**src/rtl/lz_match_copy_engine_assert.svh**
```systemverilog
// Assertion macros for the LZ77 match copy engine.
// Used by rtl/lz_match_copy_engine.sv; no other dependencies.
`ifndef LZ_MATCH_COPY_ENGINE_ASSERT_SVH
`define LZ_MATCH_COPY_ENGINE_ASSERT_SVH

`ifndef ASSERT_OFF

// Clocked check, masked while reset is asserted
`define LZMC_ASSERT(lbl, clk, rst_n, prop, msg) \
    lbl: assert property (@(posedge clk) disable iff (!(rst_n)) (prop)) else $error(msg);

// Clocked check that also holds during reset
`define LZMC_ASSERT_ALWAYS(lbl, clk, prop, msg) \
    lbl: assert property (@(posedge clk) (prop)) else $error(msg);

`else

`define LZMC_ASSERT(lbl, clk, rst_n, prop, msg)

`define LZMC_ASSERT_ALWAYS(lbl, clk, prop, msg)

`endif

`endif

```
**src/rtl/lzmc_ram.sv**
```systemverilog
// Generic simple dual-port RAM: one write port, one read port with registered data.
// No dependencies.
module lzmc_ram #(
    parameter int unsigned WIDTH = 8,
    parameter int unsigned DEPTH = 256
) (
    input  logic                     i_clk,
    input  logic                     i_we,
    input  logic [$clog2(DEPTH)-1:0] i_waddr,
    input  logic [WIDTH-1:0]         i_wdata,
    input  logic                     i_re,
    input  logic [$clog2(DEPTH)-1:0] i_raddr,
    output logic [WIDTH-1:0]         o_rdata
);

    logic [WIDTH-1:0] r_mem [DEPTH];
    logic [WIDTH-1:0] r_rdata;

    // Write, and read with the data held until the next read enable
    always_ff @(posedge i_clk) begin
        if (i_we) begin
            r_mem[i_waddr] <= i_wdata;
        end
        if (i_re) begin
            r_rdata <= r_mem[i_raddr];
        end
    end

    assign o_rdata = r_rdata;

endmodule

```
**config.mk**
```make
export PLATFORM = sky130hd
export DESIGN_NAME = lzmc_ram
export DESIGN_NICKNAME = d
export VERILOG_FILES = /design/src/rtl/lz_match_copy_engine_assert.svh /design/src/rtl/lzmc_ram.sv
export SDC_FILE = /design/constraint.sdc
export NUM_CORES = 2
export LEC_CHECK = 0
export BUFFER_PORTS_ARGS = -buffer_cell sky130_fd_sc_hd__buf_4
export CORE_MARGIN = 3
export CORE_UTILIZATION = 43
export CTS_BUF_LIST = sky130_fd_sc_hd__clkbuf_8 sky130_fd_sc_hd__clkbuf_16
export CTS_CLUSTER_DIAMETER = 100
export DETAILED_ROUTE_END_ITERATION = 8
export GPL_ROUTABILITY_DRIVEN = 0
export SLEW_MARGIN = 20
export SYNTH_ARGS = -nofsm -noshare
export SYNTH_HDL_FRONTEND = slang
export SYNTH_SLANG_ARGS = --single-unit
```
**constraint.sdc**
```tcl
create_clock -name i_clk -period 3.9 [get_ports i_clk]
set_input_delay 0.39 -clock i_clk [delete_from_list [all_inputs] [get_ports i_clk]]
set_output_delay 0.39 -clock i_clk [all_outputs]
set_load 0.005 [all_outputs]
```
==> results.py <==
metrics = {
    "synthesis": {
        "synth_top_family_by_area": "multiplexers",
        "synth-seq-cells": 2056,
        "ys_async_sr_fraction_pct": 0,
        "synth_adder_area_share_pct": 0,
        "synth_ff_type": "edfxtp_1",
        "syn_inst": 3733,
        "synth_xor_area_share_pct": 0,
        "syn_area_um2": 79640,
        "synth_simple_gate_area_share_pct": 2.625,
        "synth_compound_area_share_pct": 3.416,
        "syn_nets": 3760,
        "ys.warnings.count": 0,
        "yosysUniqueCellTypes": 54,
        "syn_avg_cell_area_um2": 21.33,
        "synth.mux.area_fraction_pct": 14.60,
        "synth_edf_count": 2056,
        "ys_seq_area_share_pct": 77.53,
    },
    "placed_design": {
        "dp_slack_ps": -154.3,
        "placed_cell_area_um2": 83450,
        "portBuffers": 34,
        "dp_hpwl_um": 125500,
    },
    "sta": {
        "clock-skew-final_ps": 64.42,
        "fin_ws_ps": 880.4,
        "finalSetupViolCount": 0,
        "timing.final.crit_share_pct": 77.42,
        "fin_hold_ws_ps": 100.5,
        "fmax_mhz": 331.2,
        "finalWorstPathRequiredPeriod_ps": 3020,
        "rsz0062_at_grt": "no",
        "drv_slew": 0,
        "worstMarginPinSlew_ps": 1127,
        "finalHoldViolations": 0,
        "slew_headroom_pct": 24.87,
    },
    "critical_path": {
        "cp-end-kind": "flop",
        "arrival_ps": 3570,
        "worst_setup_path_start_kind": "input port",
        "critPathKind": "in -> reg",
        "crit_path_max_fanout": 50,
        "cp_data_required_time_ps": 4450,
    },
    "global_route": {
        "antenna_found_initial": 1,
        "grt_max_degree": 137,
        "overflow": 0,
        "grt_pass1_vias": 39420,
        "grt_first_pass_wirelength_um": 291200,
        "grtUsageTotal_pct": 21.17,
    },
    "finish": {
        "final_area_um2": 90110,
        "drive_above_1_share_pct": 24.13,
        "nets": 3956,
        "ff_latch_area_um2": 61740,
        "fillerInstances": 14620,
        "multiInputGateArea_um2": 16510,
        "area_growth_pct": 13.15,
    },
    "route": {
        "initialDrtViolationCount": 5128,
        "wirelength_um": 201800,
        "vias": 39310,
        "avgViaCountPerCell": 6.000,
        "wire_per_inst_um": 30.80,
        "post-route-drc-count": 0,
        "ant_nets": 0,
        "dr.pass1.iters": 5,
    },
    "floorplan": {
        "die-area_um2": 190400,
        "initial_core_util_pct": 43.36,
        "num_io_pins": 35,
        "die_h_um": 436.4,
        "die_w_um": 436.4,
        "core_area_um2": 183700,
        "placementRows": 157,
    },
    "worst_hold_path": {
        "hold_path_class": "in -> reg",
    },
    "clocking": {
        "cts_resized": 0,
        "clock_sinks": 2056,
        "clkTransAtPathRegs_ps": 60,
        "clk_path_buf_depth": 3,
        "post-cts-setup-buffers": 0,
        "cts_tree": "built",
        "clockRootBuffer": "clkbuf_16",
        "worstSkewPairLatency_ps": 850,
        "cts-hold-fix-buffers": 2,
        "cts_buffers": 204,
        "cts_max_level": 4,
    },
    "power_and_ir_drop": {
        "powerDensity_nw_per_um2": 512.3,
        "finalPower_w": 0.04616,
        "ir_worst_vdd_v": 0.0003757,
        "power.leakage_nw": 27.89,
    },
    "status": {
        "status": "completed",
    },
    "flow_run": {
        "cap_violations": 0,
    },
}
-- cell usage in the layout, fill, tap and decap left out, types with 43 or more instances in the layout --
master and n:
clkinv_1 43, nor2_1 279, edfxtp_1 2056, mux4_2 454, o221ai_1 46, a21oi_1 96
a22oi_1 133, buf_4 181, mux2i_1 134, clkbuf_16 205
-- cell usage after synthesis, types with 10 or more instances --
library cell  number  share of area (%)
buf_6             21               0.30
nand2_1           33               0.16
nor2b_1           31               0.24
a21oi_1           96               0.60
clkbuf_1         111               0.52
buf_2             31               0.19
nor4_1            24               0.19
edfxtp_1        2056                 78
mux2i_1          134                1.7
buf_1             22               0.10
a221oi_1          13               0.14
nand3_1           34               0.21
o22ai_1           28               0.22
buf_4             27               0.25
mux4_2           454                 13
buf_8             13               0.25
o21ai_0           10              0.063
o211ai_1          10              0.094
a22oi_1          133                1.3
nand4_1           10              0.079
a211oi_1          16               0.15
nor2_1           282                1.3
nor3_1            22               0.14
o221ai_1          46               0.51
-- metal layers --
layer	up-vias	track usage [%]	wire [um]
met5	-	0	0
met4	0	5.222	4294
met3	271	4.691	17970
met2	1841	32.86	95960
met1	21090	30.67	83570
li1	16110	-	-
-- path summary, 6_finish.rpt --
| path | from | endpoint | cells after the start | slack (ps) |
|---|---|---|---|---|
| max | i_raddr[1] | o_rdata[5] | 9 | 880 |
| max reg2reg | r_mem[27][3] | o_rdata[3] | 6 | 900 |
| min reg2reg | r_mem[12][6] | o_rdata[6] | 6 | 1250 |
| min | i_wdata[4] | r_mem[216][4] | 1 | 100 |
-- report_power, final --
part / internal (W) / switching [W] / total [W] / leakage [nW]
registers: 0.0244 / 0.0000255 / 0.0244 / 18.5
clock network: 0.0111 / 0.00839 / 0.0195 / 3.36
logic: 0.000805 / 0.00148 / 0.00228 / 6.04
total: 0.0363 / 0.00990 / 0.0462 / 27.9
-- flip-flops by register name (all words and copies together) (netlist names) --
register  cells
o_rdata       8
r_mem      2048
-- critical path, stage by stage --
cell,delay (ps)
buf_8,420
buf_4,420
buf_4,240
mux4_2,300
a22oi_1,550
a21oi_1,210
nor4_1,660
buf_4,270
nor4_1,60
-- final cells by class --
| type | count | share of cell area [%] |
|---|---|---|
| Clock buffer | 205 | 5.693 |
| Tap cell | 2464 | 3.422 |
| Timing Repair Buffer | 223 | 2.362 |
| Sequential cell | 2056 | 68.52 |
| Clock inverter | 159 | 1.669 |
| Antenna cell | 1 | 0.002777 |
| Multi-Input combinational cell | 1442 | 18.32 |
| Inverter | 2 | 0.008332 |
-- logic make-up (layout without fill, tap and decap cells) --
| group | after synthesis | in the layout |
|---|---|---|
| flops | 2056 | 2056 |
| other cells | 0 | 1 |
| compound gates | 385 | 385 |
| mux | 591 | 591 |
| simple gates | 466 | 466 |
| buf+inv | 235 | 589 |
-- per-stage QoR --
stage | utilization [%] | instances | setup TNS [ps]
after floorplan | - | 3733 | 0
after global routing | 49.06 | 6552 | 0
after detailed placement | 45.43 | 6185 | -154.3
final | 49.06 | 6552 | 0
after global placement | 45.43 | 6185 | -170.2
after CTS | 49.06 | 6551 | 0
Note: power is estimated with default switching activity, not from simulation.
